<file path="src/sv/dssg_pkg.sv">
package dssg_pkg;

    // Function codes of an input item.
    typedef enum logic {
        FUNC_TICK  = 1'b0,
        FUNC_START = 1'b1
    } t_func;

    // Channel select codes.
    typedef enum logic {
        CHAN_A = 1'b0,
        CHAN_B = 1'b1
    } t_chan_sel;

    // Configuration register indexes.
    typedef enum logic [2:0] {
        CFG_DELAY_A    = 3'd0,
        CFG_DELAY_B    = 3'd1,
        CFG_STOP_POS_A = 3'd2,
        CFG_STOP_POS_B = 3'd3,
        CFG_STOP_EN_A  = 3'd4,
        CFG_STOP_EN_B  = 3'd5
    } t_cfg_reg;

    localparam int unsigned CFG_IDX_W = 3;
    localparam int unsigned CFG_DATA_W = 8;

    // The deceleration table has a fixed length; longer distances use its last entry.
    localparam logic [6:0] BRAKE_TAB_SIZE = 7'd48;
    localparam logic [5:0] BRAKE_TAB_LAST = 6'd47;

    // Per-channel state.
    typedef struct packed {
        logic [7:0] countdown;
        logic [5:0] position;
        logic [7:0] cur_delay;
        logic       index_latch;
        logic       brake_mode;
        logic       running;
    } t_chan;

    // Result of one step: new channel state and whether the indicator is cleared.
    typedef struct packed {
        t_chan ch;
        logic  rezero;
    } t_adv;

    // Deceleration table, indexed by distance to the stop target.
    function automatic logic [7:0] brake_delay(logic [5:0] idx);
        logic [7:0] d;
        case (idx) inside
            6'd0:          d = 8'd0;
            6'd1:          d = 8'd60;
            6'd2:          d = 8'd47;
            6'd3:          d = 8'd41;
            6'd4:          d = 8'd37;
            6'd5:          d = 8'd34;
            6'd6:          d = 8'd31;
            6'd7:          d = 8'd28;
            6'd8:          d = 8'd26;
            6'd9:          d = 8'd24;
            6'd10:         d = 8'd23;
            6'd11:         d = 8'd21;
            6'd12:         d = 8'd20;
            6'd13:         d = 8'd19;
            6'd14:         d = 8'd18;
            6'd15:         d = 8'd17;
            6'd16:         d = 8'd16;
            [6'd17:6'd18]: d = 8'd15;
            default:       d = 8'd14;
        endcase
        return d;
    endfunction

    // One step of a channel: advance the position, handle index re-zero and braking.
    function automatic t_adv chan_advance(t_chan s, logic [5:0] stop_pos, logic stop_en,
                                          logic [6:0] steps);
        t_adv       r;
        logic [6:0] p;
        logic [6:0] gap;
        logic [7:0] tab;
        r.ch = s;
        r.rezero = 1'b0;
        tab = 8'd0;
        p = {1'b0, s.position} + 7'd1;
        if (p >= steps) begin
            p = 7'd0;
        end
        // A latched index sensor re-zeroes the position on a quarter boundary.
        if (p[1:0] == 2'b00 && s.index_latch) begin
            r.ch.index_latch = 1'b0;
            r.rezero = 1'b1;
            p = 7'd0;
        end
        r.ch.position = p[5:0];
        if ({1'b0, stop_pos} >= p) begin
            gap = {1'b0, stop_pos} - p;
        end else begin
            gap = {1'b0, stop_pos} + steps - p;
        end
        if (stop_en) begin
            if (s.brake_mode) begin
                tab = brake_delay((gap >= BRAKE_TAB_SIZE) ? BRAKE_TAB_LAST : gap[5:0]);
                r.ch.cur_delay = tab;
                if (tab == 8'd0) begin
                    r.ch.running = 1'b0;
                    r.ch.brake_mode = 1'b0;
                end
            end else if (gap == 7'd0) begin
                r.ch.brake_mode = 1'b1;
            end
        end
        return r;
    endfunction

endpackage

</file>
<file path="src/sv/dual_stepper_step_generator.sv">
// Dual stepper step generator.
// Input channel (i_in_valid / o_in_ready) carries one item per timer tick or
// channel start: i_func selects tick or start, i_chan picks the channel to
// start, i_sensor_a/b are the index sensor levels sampled on a tick.
// Output channel (o_out_valid / i_out_ready) returns one item per input item:
// Gray phases, positions, running flags and the shared index indicator, all
// as they stand after that input item.
// Configuration channel (i_cfg_valid / o_cfg_ready) writes delay, stop target
// and stop enable registers; it is always ready and should be used only while
// the block is idle.
// Latency: the result item is valid in the cycle after its input item is
// accepted. Throughput: one item per cycle; the channel state update is a
// single combinational pass between the state registers and the result.
// When the receiver stalls, the pending result holds and the input stalls
// with it; a new item is taken in the same cycle the pending one is taken.
// Reset (synchronous) clears all channel state, registers and the result.
module dual_stepper_step_generator #(
    parameter int STEPS_PER_REV = 48
) (
    input  logic                           i_clk,
    input  logic                           i_rst_n,
    input  logic                           i_in_valid,
    output logic                           o_in_ready,
    input  logic                           i_func,
    input  logic                           i_chan,
    input  logic                           i_sensor_a,
    input  logic                           i_sensor_b,
    output logic                           o_out_valid,
    input  logic                           i_out_ready,
    output logic [1:0]                     o_phase_a,
    output logic [1:0]                     o_phase_b,
    output logic                           o_index_flag,
    output logic                           o_running_a,
    output logic                           o_running_b,
    output logic [5:0]                     o_position_a,
    output logic [5:0]                     o_position_b,
    input  logic                           i_cfg_valid,
    output logic                           o_cfg_ready,
    input  logic [dssg_pkg::CFG_IDX_W-1:0] i_cfg_index,
    input  logic [dssg_pkg::CFG_DATA_W-1:0] i_cfg_data
);

    localparam logic [6:0] STEPS = 7'(STEPS_PER_REV);

    logic [7:0]     r_delay_a, r_delay_b;
    logic [5:0]     r_stop_pos_a, r_stop_pos_b;
    logic           r_stop_en_a, r_stop_en_b;
    dssg_pkg::t_chan r_a, r_b, n_a, n_b;
    logic           r_ind, n_ind;
    logic           r_out_valid;
    logic           in_acc;
    logic           a_step;
    dssg_pkg::t_adv adv_a, adv_b;

    assign o_cfg_ready = 1'b1;
    assign o_in_ready = !r_out_valid || i_out_ready;
    assign in_acc = i_in_valid && o_in_ready;

    // Configuration registers.
    always_ff @(posedge i_clk) begin
        if (!i_rst_n) begin
            r_delay_a <= '0;
            r_delay_b <= '0;
            r_stop_pos_a <= '0;
            r_stop_pos_b <= '0;
            r_stop_en_a <= 1'b0;
            r_stop_en_b <= 1'b0;
        end else if (i_cfg_valid) begin
            case (dssg_pkg::t_cfg_reg'(i_cfg_index))
                dssg_pkg::CFG_DELAY_A:    r_delay_a <= i_cfg_data;
                dssg_pkg::CFG_DELAY_B:    r_delay_b <= i_cfg_data;
                dssg_pkg::CFG_STOP_POS_A: r_stop_pos_a <= i_cfg_data[5:0];
                dssg_pkg::CFG_STOP_POS_B: r_stop_pos_b <= i_cfg_data[5:0];
                dssg_pkg::CFG_STOP_EN_A:  r_stop_en_a <= i_cfg_data[0];
                dssg_pkg::CFG_STOP_EN_B:  r_stop_en_b <= i_cfg_data[0];
                default: ;
            endcase
        end
    end

    // Next channel state for one item: A is handled first, then B.
    always_comb begin
        n_a = r_a;
        n_b = r_b;
        n_ind = r_ind;
        a_step = 1'b0;
        adv_a = '0;
        adv_b = '0;
        if (in_acc) begin
            if (i_func == dssg_pkg::FUNC_START) begin
                if (i_chan == dssg_pkg::CHAN_A) begin
                    n_a.running = 1'b1;
                    n_a.cur_delay = r_delay_a;
                    n_a.countdown = r_delay_a;
                    n_a.brake_mode = 1'b0;
                end else begin
                    n_b.running = 1'b1;
                    n_b.cur_delay = r_delay_b;
                    n_b.countdown = r_delay_b;
                    n_b.brake_mode = 1'b0;
                end
            end else begin
                // Channel A tick.
                if (r_a.running) begin
                    if (r_a.position[1:0] == 2'b11 && i_sensor_a) begin
                        n_a.index_latch = 1'b1;
                        n_ind = 1'b1;
                    end
                    n_a.countdown = r_a.countdown - 8'd1;
                    if (n_a.countdown == 8'd0) begin
                        a_step = 1'b1;
                        n_a.countdown = r_a.cur_delay;
                        adv_a = dssg_pkg::chan_advance(n_a, r_stop_pos_a, r_stop_en_a, STEPS);
                        n_a = adv_a.ch;
                        if (adv_a.rezero) begin
                            n_ind = 1'b0;
                        end
                    end
                end
                // Channel B tick; its step waits a tick if A just stepped.
                if (r_b.running) begin
                    if (r_b.position[1:0] == 2'b11 && i_sensor_b) begin
                        n_b.index_latch = 1'b1;
                        n_ind = 1'b1;
                    end
                    n_b.countdown = r_b.countdown - 8'd1;
                    if (n_b.countdown == 8'd0) begin
                        if (a_step) begin
                            n_b.countdown = 8'd1;
                        end else begin
                            n_b.countdown = r_b.cur_delay;
                            adv_b = dssg_pkg::chan_advance(n_b, r_stop_pos_b, r_stop_en_b,
                                                           STEPS);
                            n_b = adv_b.ch;
                            if (adv_b.rezero) begin
                                n_ind = 1'b0;
                            end
                        end
                    end
                end
            end
        end
    end

    // State registers double as the result register; they only move on acceptance.
    always_ff @(posedge i_clk) begin
        if (!i_rst_n) begin
            r_a <= '0;
            r_b <= '0;
            r_ind <= 1'b0;
            r_out_valid <= 1'b0;
        end else begin
            r_a <= n_a;
            r_b <= n_b;
            r_ind <= n_ind;
            if (in_acc) begin
                r_out_valid <= 1'b1;
            end else if (i_out_ready) begin
                r_out_valid <= 1'b0;
            end
        end
    end

    // Result fields.
    assign o_out_valid = r_out_valid;
    assign o_phase_a = {r_a.position[1], r_a.position[1] ^ r_a.position[0]};
    assign o_phase_b = {r_b.position[1], r_b.position[1] ^ r_b.position[0]};
    assign o_index_flag = r_ind;
    assign o_running_a = r_a.running;
    assign o_running_b = r_b.running;
    assign o_position_a = r_a.position;
    assign o_position_b = r_b.position;

endmodule

</file>
<file path="config.mk">
export PLATFORM = sky130hd
export DESIGN_NAME = dual_stepper_step_generator
export DESIGN_NICKNAME = d
export VERILOG_FILES = /design/src/sv/dssg_pkg.sv /design/src/sv/dual_stepper_step_generator.sv
export SDC_FILE = /design/constraint.sdc
export NUM_CORES = 1
export LEC_CHECK = 0
export ABC_AREA = 0
export BUFFER_PORTS_ARGS = -buffer_cell sky130_fd_sc_hd__buf_2
export CAP_MARGIN = 0
export CORE_MARGIN = 4
export CORE_UTILIZATION = 50
export CTS_CLUSTER_DIAMETER = 50
export DETAILED_ROUTE_END_ITERATION = 12
export PLACE_DENSITY_LB_ADDON = 0.3
export SLEW_MARGIN = 20
export SYNTH_ARGS = -nofsm -noshare
export SYNTH_HDL_FRONTEND = slang
export SYNTH_SLANG_ARGS = --single-unit
</file>
<file path="constraint.sdc">
create_clock -name i_clk -period 9.11 [get_ports i_clk]
set_input_delay 1.822 -clock i_clk [delete_from_list [all_inputs] [get_ports i_clk]]
set_output_delay 1.822 -clock i_clk [all_outputs]
set_load 0.03 [all_outputs]
</file>
# After elaboration in Yosys (flattened, before gate mapping)
# Cells that the tools add are included.
# totals
ff_bits,82
inputBits,20
out_inout_bits,22
# classes
addsub,10
order_cmp,10
n_eq_ne,42
muxes,150
n_bitwise,4
reduce_logical,48
# ops
operator,n
$mux 7,33
$mux 8,24
$mux 5,22
$mux 25,4
$eq 6x4->1 const B,16
$mux 6,14
$eq 6x3->1 const B,8
$mux 1,44
$logic_not 8->1,4
$ge 7x6->1 const B,4
$eq 6x2->1 const B,4
$reduce_and 2->1,9
$reduce_bool 2->1,9
$mux 17,1
$mux 2,8
$sub 8x1->8 const B,2
$add 6x1->7 const B,2
$add 6x6->7 const B,2
$ge 6x7->1,2
$logic_not 7->1,2
$sub 6x7->7,2
$sub 7x7->7,2
$eq 6x1->1 const B,2
$eq 6x5->1 const B,2
21 further kinds,42

# Depth between registers and ports, before layout
# Gate-level depths: netlist (run 1).
# depth
ltp_word,63
ltp_mapped,19
depth_no_buf,18

# Least setup slack after synthesis (run 1)
# Ideal clock, no wire load.
# synth_path
kind,input to register
startpoint,input i_sensor_a
endpoint,register r_a[1] (netlist name)
setup_ps,112
t_arrival_ps,4947
t_required_ps,8998
setup_slack_ps,4051
cell_stages,14
path_cell_list,a21oi_1 -> o21ai_1 -> nor2_1 -> inv_1 -> ha_1 -> fa_1 -> xnor2_1 -> and3_1 -> mux2_2 -> a311oi_1 -> a2bb2oi_1 -> o31ai_1 -> nor4b_1 -> a2111oi_1
# synth_between
elab_chain_cells,52
# synth_rtl
element,line,text
start: declaration,dual_stepper_step_generator.sv:26,"input logic i_sensor_a,"
$logic_and 1x1->1 (*),dual_stepper_step_generator.sv:105,if (r_a.position[1:0] == 2'b11 && i_sensor_a) begin
$mux 1 (*),dual_stepper_step_generator.sv:105,
$mux 1 (*),dual_stepper_step_generator.sv:104,if (r_a.running) begin
$mux 1 (*),dual_stepper_step_generator.sv:90,if (i_func == dssg_pkg::FUNC_START) begin
$mux 1 (*),dual_stepper_step_generator.sv:89,if (in_acc) begin
$logic_and 1x1->1 (*),dssg_pkg.sv:90,if (p[1:0] == 2'b00 && s.index_latch) begin
$mux 7 (*),dssg_pkg.sv:90,
$mux 7 (*),dual_stepper_step_generator.sv:110,if (n_a.countdown == 8'd0) begin
[36 not listed],--,
$mux 8,dual_stepper_step_generator.sv:89,
$logic_not 8->1,dssg_pkg.sv:105,if (tab == 8'd0) begin
$mux 2,dssg_pkg.sv:105,
$mux 1 (*),dssg_pkg.sv:102,if (s.brake_mode) begin
$mux 2 (*),dssg_pkg.sv:101,if (stop_en) begin
$mux 25 (*),dual_stepper_step_generator.sv:110,
$mux 25 (*),dual_stepper_step_generator.sv:104,
$mux 2 (*),dual_stepper_step_generator.sv:90,
end signal: assignment,dual_stepper_step_generator.sv:153,r_a <= n_a;
end: declaration,dual_stepper_step_generator.sv:48,"dssg_pkg::t_chan r_a, r_b, n_a, n_b;"
# Every way passes the cells marked *; elsewhere a longest branch is shown, timed or not. The select of a mux whose other input is x is not followed.
# A chain may end at the register's enable or synchronous reset.

# Worst setup path after layout (run 1)
# layout_path
startpoint,input i_sensor_a
endpoint,register r_a (netlist bit o_running_a)
# layout_between
elab_chain_cells,52
# layout_rtl
element,line
$logic_and 1x1->1 (*),dual_stepper_step_generator.sv:105
$mux 1 (*),dual_stepper_step_generator.sv:105
$mux 1 (*),dual_stepper_step_generator.sv:104
$mux 1 (*),dual_stepper_step_generator.sv:90
$mux 1 (*),dual_stepper_step_generator.sv:89
$logic_and 1x1->1 (*),dssg_pkg.sv:90
$mux 7 (*),dssg_pkg.sv:90
$mux 7 (*),dual_stepper_step_generator.sv:110
[36 not listed],--
$mux 8 (*),dual_stepper_step_generator.sv:89
$logic_not 8->1 (*),dssg_pkg.sv:105
$mux 2 (*),dssg_pkg.sv:105
$mux 1 (*),dssg_pkg.sv:102
$mux 2 (*),dssg_pkg.sv:101
$mux 25 (*),dual_stepper_step_generator.sv:110
$mux 25 (*),dual_stepper_step_generator.sv:104
$mux 2 (*),dual_stepper_step_generator.sv:90
# Marks and branches as above.

==> results.yml, run 1 <==
synthesis:
  syn_nets: 903
  dominantRegCellSynth: "dfxtp_1"
  synth_top_cells_by_area: "dfxtp_1 (25%), ha_1 (6.1%), a21oi_1 (5.5%), nor2_1 (5.0%), nand2_1 (4.9%)"
  ys_ff_latch: 82
  yosysTopAreaCell: "dfxtp_1"
  yosysUniqueCellTypes: 87
  synth_top_area_share_pct: 25.20
  synth_area_um2: 6515
  syn_inst: 841
  avgSynthCellArea_um2: 7.747
  seq_area_frac_synth_pct: 25.20
  ys.warnings.count: 0
  synth_edf_count: 0
  async_reset_ff_share_pct: 0
timing:
  hold_viol: 0
  fin_crit_sh_pct: 60.31
  slew_headroom_pct: 43.80
  fin_crit_ps: 5495
  max_freq_ghz: 0.1820
  setup_viol: 0
  setup_tns_ps: 0
  skew_ps: 8.380
  rsz0062_at_grt: "false"
  drv_slew: 0
  worst_pin_slew_ps: 839.9
floorplanning:
  core_um2: 12670
  io-pin-count: 42
  die_width_um: 122.2
  rows: 41
  start_util_pct: 51.42
  die_height_um: 122.2
  die-area_um2: 14920
layout:
  nNetsFinal: 905
  fin_cells: 1019
  diodes: 0
  syn2layout_area_growth_pct: 8.200
  drive_gt1_share_pct: 9.327
cts:
  cts_made_buffers: 9
  cts.clk_slew.worst_paths_ps: 70
  cts_tree: "done"
  postCtsHoldBufs: 0
  cts_root_buf: "clkbuf_16"
  clockBufferDepth: 2
  post_cts_buffers: 0
  clock-sinks: 82
  htree_levels: 3
  clk_latency_ps: 350
  cts-resized-gates: 0
power:
  internal_power_uw: 701.5
  pwr-share-seq_pct: 39.0
  powerDensity_nw_per_um2: 138.6
  power_leakage_nw: 2.699
  power_uw: 976.9
  power_switching_uw: 275.3
  vdd_drop_max_mv: 0.09360
  p_comb_share_pct: 17.6
  swShare_pct: 28.19
  pwr-share-clk_pct: 43.4
routing:
  dr.first_iter.drc_count: 720
  dr.pass1.iters: 5
  wl_um: 16870
  wl_per_cell_um: 16.55
  vias_per_cell: 6.109
  drcViolationCount: 0
  top_layer: "met4"
  wl_met3_um: 797
  ant_nets: 0
  met1_length_um: 8022
  wl_met2_um: 7813
  vias: 6225
worst_setup_path:
  path_delay_family: "compound AO/OA/AOI/OAI gates"
  critical-path-slowest-cell: "a41oi_1"
  reg2reg_from: "o_position_a[0]$_SDFFE_PN0P_"
  worstPathMaxFanout: 12
  crit_path_max_incr_delay_ps: 510
  cp-start-kind: "input port"
  endpoint_kind: "flop"
  worstSetupPathType: "in -> reg"
  crit_arrival_ps: 5690
  crit_buf_inv: 1
  cp-startpoint: "i_sensor_a"
  worstPathCellList: "buf_2 -> a21oi_1 -> o21ai_1 -> or2_2 -> ha_1 -> and2_1 -> a41oi_1 -> nand2_1 -> o21ai_1 -> a21boi_1 -> o31ai_1 -> nor4b_1 -> a41oi_1"
  worstPathRequired_ps: 9300
global_routing:
  grt_max_degree: 55
  antenna_found_initial: 0
  globalRoute.totalOverflow: 0
  grt_pass1_wl_um: 27770
  grt_pass1_vias: 5669
  grt_use_total_pct: 22.76
placed_design:
  place_inst: 1004
  portBuffers: 40
  place_hpwl_um: 12590
  place.gp.congestion: 0.9074
outcome:
  status: "finished, final reports clean"
job:
  drv_cap: 0
worst_hold_path:
  min_path_type: "reg -> reg"
  hold_start: "r_delay_a[2]$_SDFFE_PN0P_"
==> synthesized netlist by cell type, types with 5 or more instances <==
| cell | count |
|---|---|
| buf_4 | 15 |
| and2_1 | 10 |
| o211a_1 | 5 |
| xnor2_1 | 19 |
| nand4b_1 | 6 |
| o31a_1 | 6 |
| inv_1 | 43 |
| mux2i_1 | 22 |
| or3_1 | 5 |
| and3b_1 | 5 |
| a32oi_1 | 7 |
| nor3b_1 | 6 |
| xor2_1 | 9 |
| o21ai_0 | 27 |
| a21oi_1 | 72 |
| a211oi_1 | 8 |
| nor2b_1 | 10 |
| nor2_1 | 87 |
| o21ai_1 | 16 |
| nand3_1 | 19 |
| o32ai_1 | 5 |
| and3_1 | 14 |
| buf_2 | 5 |
| nand2_1 | 85 |
| clkbuf_1 | 34 |
| fa_1 | 10 |
| o211ai_1 | 17 |
| dfxtp_1 | 82 |
| o31ai_1 | 5 |
| nor3_1 | 14 |
| nand2b_1 | 15 |
| a31oi_1 | 17 |
| ha_1 | 32 |
| a41oi_1 | 7 |
==> cells in the final DEF (no fill, tap or decap), drive strengths merged, types with 5 or more instances in the layout <==
cell / count
a211oi: 8
a21oi: 72
a31oi: 18
a32oi: 7
a41oi: 7
and2: 11
and3: 14
and3b: 5
buf: 45
clkbuf: 9
dfxtp: 82
fa: 10
ha: 32
inv: 45
mux2i: 23
nand2: 85
nand2b: 15
nand3: 19
nand4b: 6
nor2: 87
nor2b: 10
nor3: 15
nor3b: 6
o211a: 5
o211ai: 17
o21ai: 45
o31a: 6
o31ai: 5
o32ai: 5
or3: 5
xnor2: 19
xor2: 9
==> metal layers <==
| metal | up-vias | track usage (%) |
|---|---|---|
| li1 | 3077 | - |
| met1 | 2946 | 31.15 |
| met2 | 173 | 37.43 |
| met3 | 29 | 3.389 |
| met4 | 0 | 6.368 |
| met5 | - | 0 |
==> cells by family after synthesis <==
family / share of synthesized area [%]
buf+inv: 6.606
xor+xnor: 3.764
fa+ha+maj: 9.218
other cells: 0.05756
simple gates: 23.87
flops: 25.20
compound gates: 27.35
mux: 3.937
==> power by group through the flow <==
stage | registers [mW] | logic [mW] | clock network (mW)
after CTS | 0.380 | 0.170 | 0.429
after floorplan | 0.385 | 0.132 | 0
after global routing | 0.382 | 0.190 | 0.441
after detailed placement | 0.388 | 0.169 | 0
final | 0.381 | 0.172 | 0.424
after global placement | 0.388 | 0.169 | 0
==> worst paths after layout <==
check | slack [ps] | end | depth (start not counted)
max reg2reg | 3930 | o_running_a$_SDFFE_PN0P_ | 16
max | 3620 | o_running_a$_SDFFE_PN0P_ | 13
min reg2reg | 470 | r_delay_a[2]$_SDFFE_PN0P_ | 2
min | 470 | r_delay_a[2]$_SDFFE_PN0P_ | 2
==> sequential cells by signal (all words and copies together), names as in the netlist, 6 cells and up <==
signal / cells
r_a: 18
o_position_a: 6
r_stop_pos_a: 6
r_delay_b: 8
r_b: 18
r_delay_a: 8
o_position_b: 6
r_stop_pos_b: 6
==> final cells by class <==
| cell class | count | area, um2 |
|---|---|---|
| tap | 172 | 215.2 |
| clock buffer | 9 | 225.2 |
| fill | 1249 | 5622 |
| inverter | 44 | 165.2 |
| multi-input combinational | 661 | 4449 |
| timing repair buffer | 45 | 237.7 |
| clock inverter | 6 | 115.1 |
| sequential | 82 | 1642 |
==> worst register-to-register path, cell delays in order, from the launching register on <==
cell      delay (ps)
dfxtp_1          410
ha_1             300
nand2_1          110
nand3_1          100
o21ai_1           60
a32oi_1          370
o21ai_1          280
or2_2            390
ha_1             380
and2_1           190
a41oi_1          510
nand2_1          390
o21ai_1          250
a21boi_1         500
o31ai_1          210
nor4b_1          410
a41oi_1          160
==> through the flow <==
stage | setup slack [ps] | cell area, um2 | utilization (%) | hold slack (ps)
5_1_grt | 3329 | 7049 | 55.63 | 491.6
3_3_place_gp | 3430 | 6709 | 52.95 | 447.5
2_1_floorplan | 4051 | 6515 | - | 436.6
4_1_cts | 3706 | 7049 | 55.63 | 467.1
6_report | 3615 | 7049 | 55.63 | 468.1
3_5_place_dp | 3363 | 6709 | 52.95 | 456.8
Note: power is estimated with default switching activity, not from simulation.
==> run 2, diff against run 1 <==
Clock period 9.11 ns to 5.24 ns, I/O delays scaled along.
==> run 2 against run 1 <==
Against the previous run: sequential share of layout area barely moved; cell count grew 0.49%; cell area about the same; combinational power grew 77%; routed wire length is 1.1% higher; global-route usage is 0.80 points higher; clock-buffer cell count did not move; total power increased by 66%; via count increased by 0.16%; sequential power increased by 74%; largest cell class unchanged; largest power group is now registers; highest routed layer unchanged.
==> results.yml, run 2 (synthesized netlist as in run 1, its figures left out) <==
global_routing:
  grt_use_total_pct: 23.56
  grt_pass1_vias: 5792
  grt_pass1_wl_um: 28540
  antenna_found_initial: 0
  globalRoute.totalOverflow: 0
  grt_max_degree: 58
routing:
  dr.pass1.iters: 5
  ant_nets: 0
  vias_per_cell: 6.089
  dr.first_iter.drc_count: 515
  wl_per_cell_um: 16.66
  wl_um: 17060
  vias: 6235
  drcViolationCount: 0
power:
  power_leakage_nw: 2.694
  p_comb_share_pct: 18.9
  internal_power_mw: 1.130
  power_switching_uw: 489.9
  pwr-share-clk_pct: 40.3
  vdd_drop_max_mv: 0.1486
  swShare_pct: 30.24
  pwr-share-seq_pct: 40.8
  powerDensity_nw_per_um2: 230.0
cts:
  cts_root_buf: "clkbuf_16"
  clockBufferDepth: 2
  htree_levels: 3
  clock-sinks: 82
  postCtsHoldBufs: 0
  cts_tree: "done"
  cts_made_buffers: 9
  clk_latency_ps: 350
  cts.clk_slew.worst_paths_ps: 70
worst_setup_path:
  worstSetupPathType: "reg -> reg"
  cp-start-kind: "flop"
  r2r_cells: 17
  worstPathMaxFanout: 8
  endpoint_kind: "flop"
  worstPathRequired_ps: 5440
  crit_arrival_ps: 5050
  r2r_setup_slack_ps: 390
timing:
  max_freq_ghz: 0.2062
  setup_viol: 0
  rsz0062_at_grt: "false"
  drv_slew: 0
  fin_crit_sh_pct: 92.56
  worst_pin_slew_ps: 865.4
  hold_viol: 0
  fin_crit_ps: 4850
  skew_ps: 11.26
  slew_headroom_pct: 42.09
  whs_ps: 473.9
  setup_tns_ps: 0
floorplanning:
  die_width_um: 122.2
  start_util_pct: 51.42
  die_height_um: 122.2
  io-pin-count: 42
  die-area_um2: 14920
  rows: 41
  core_um2: 12670
layout:
  final_common_cell: "nor2_1"
  largestRegisters: "r_a x18, r_b x18"
  nNetsFinal: 909
  syn2layout_area_growth_pct: 8.104
  layout_common_cells: "nor2_1 (87), nand2_1 (85), dfxtp_1 (82)"
  drive_gt1_share_pct: 9.977
  diodes: 0
  num-fill-cells: 1225
outcome:
  status: "finished, final reports clean"
job:
  drv_cap: 0
placed_design:
  place_hpwl_um: 12660
  place.gp.congestion: 0.9298
  portBuffers: 40
worst_hold_path:
  min_path_type: "reg -> reg"
  whs_path_depth: 2
[run 2: path summary, 6_finish.rpt]
path                          endpoint                         start
max           o_running_a$_SDFFE_PN0P_  o_position_a[0]$_SDFFE_PN0P_
min          r_delay_a[1]$_SDFFE_PN0P_     r_delay_a[1]$_SDFFE_PN0P_
max reg2reg   o_running_a$_SDFFE_PN0P_  o_position_a[0]$_SDFFE_PN0P_
min reg2reg  r_delay_a[1]$_SDFFE_PN0P_     r_delay_a[1]$_SDFFE_PN0P_
[run 2: cell type report]
| type | count | area [um2] | area share (%) |
|---|---|---|---|
| clock buffer | 9 | 225.2 | 3.198 |
| clock inverter | 7 | 76.32 | 1.084 |
| inverter | 44 | 165.2 | 2.345 |
| multi-input combinational | 661 | 4452 | 63.21 |
| sequential | 82 | 1642 | 23.31 |
| tap | 172 | 215.2 | 3.056 |
| timing repair buffer | 49 | 267.8 | 3.802 |
[run 2: timing repair]
action,in CTS,in global routing
endpoints found under the setup margin,0,2
gates resized for setup,0,1
setup buffers,0,0
[run 2: critical path, stage by stage, from the launching register on]
cell and delay, ps:
dfxtp_1 440, ha_2 300, nand2_1 80, nand3_1 100, o21ai_1 70, a32oi_1 350
o21ai_1 260, or2_2 380, ha_1 430, ha_1 260, nor2_1 90, o2bb2ai_1 210
xnor2_1 440, a32o_1 360, a2bb2oi_1 240, o31ai_1 140, nor4b_1 400, a41oi_1 160
[run 2: through the flow]
step | power [mW] | cell area, um2 | utilization [%] | std cells | setup slack, ps
after CTS | 1.625 | 7041 | 55.56 | 1024 | 424.2
after global routing | 1.693 | 7043 | 55.58 | 1024 | 24.67
final | 1.620 | 7043 | 55.58 | 1024 | 389.8
after global placement | 0.9722 | 6739 | 53.18 | 1008 | 501.6
after floorplan | 0.9001 | 6515 | - | 841 | 954.8
after detailed placement | 0.9744 | 6739 | 53.18 | 1008 | 454.8
[run 2: power by group through the flow]
| stage | clock, mW | sequential [mW] | combinational (mW) |
|---|---|---|---|
| CTS | 0.663 | 0.661 | 0.301 |
| finish | 0.653 | 0.662 | 0.305 |
| global route | 0.687 | 0.664 | 0.341 |
| detailed placement | 0 | 0.675 | 0.299 |
| floorplan | 0 | 0.670 | 0.230 |
| global placement | 0 | 0.675 | 0.297 |
[run 2: per-layer routing]
metal	vias to the layer above	global-route usage [%]	part of all wire, %
li1	3095	-	-
met1	2919	32.13	47
met2	190	37.95	46
met3	31	3.018	5.0
met4	0	9.167	2.3
met5	-	0	0
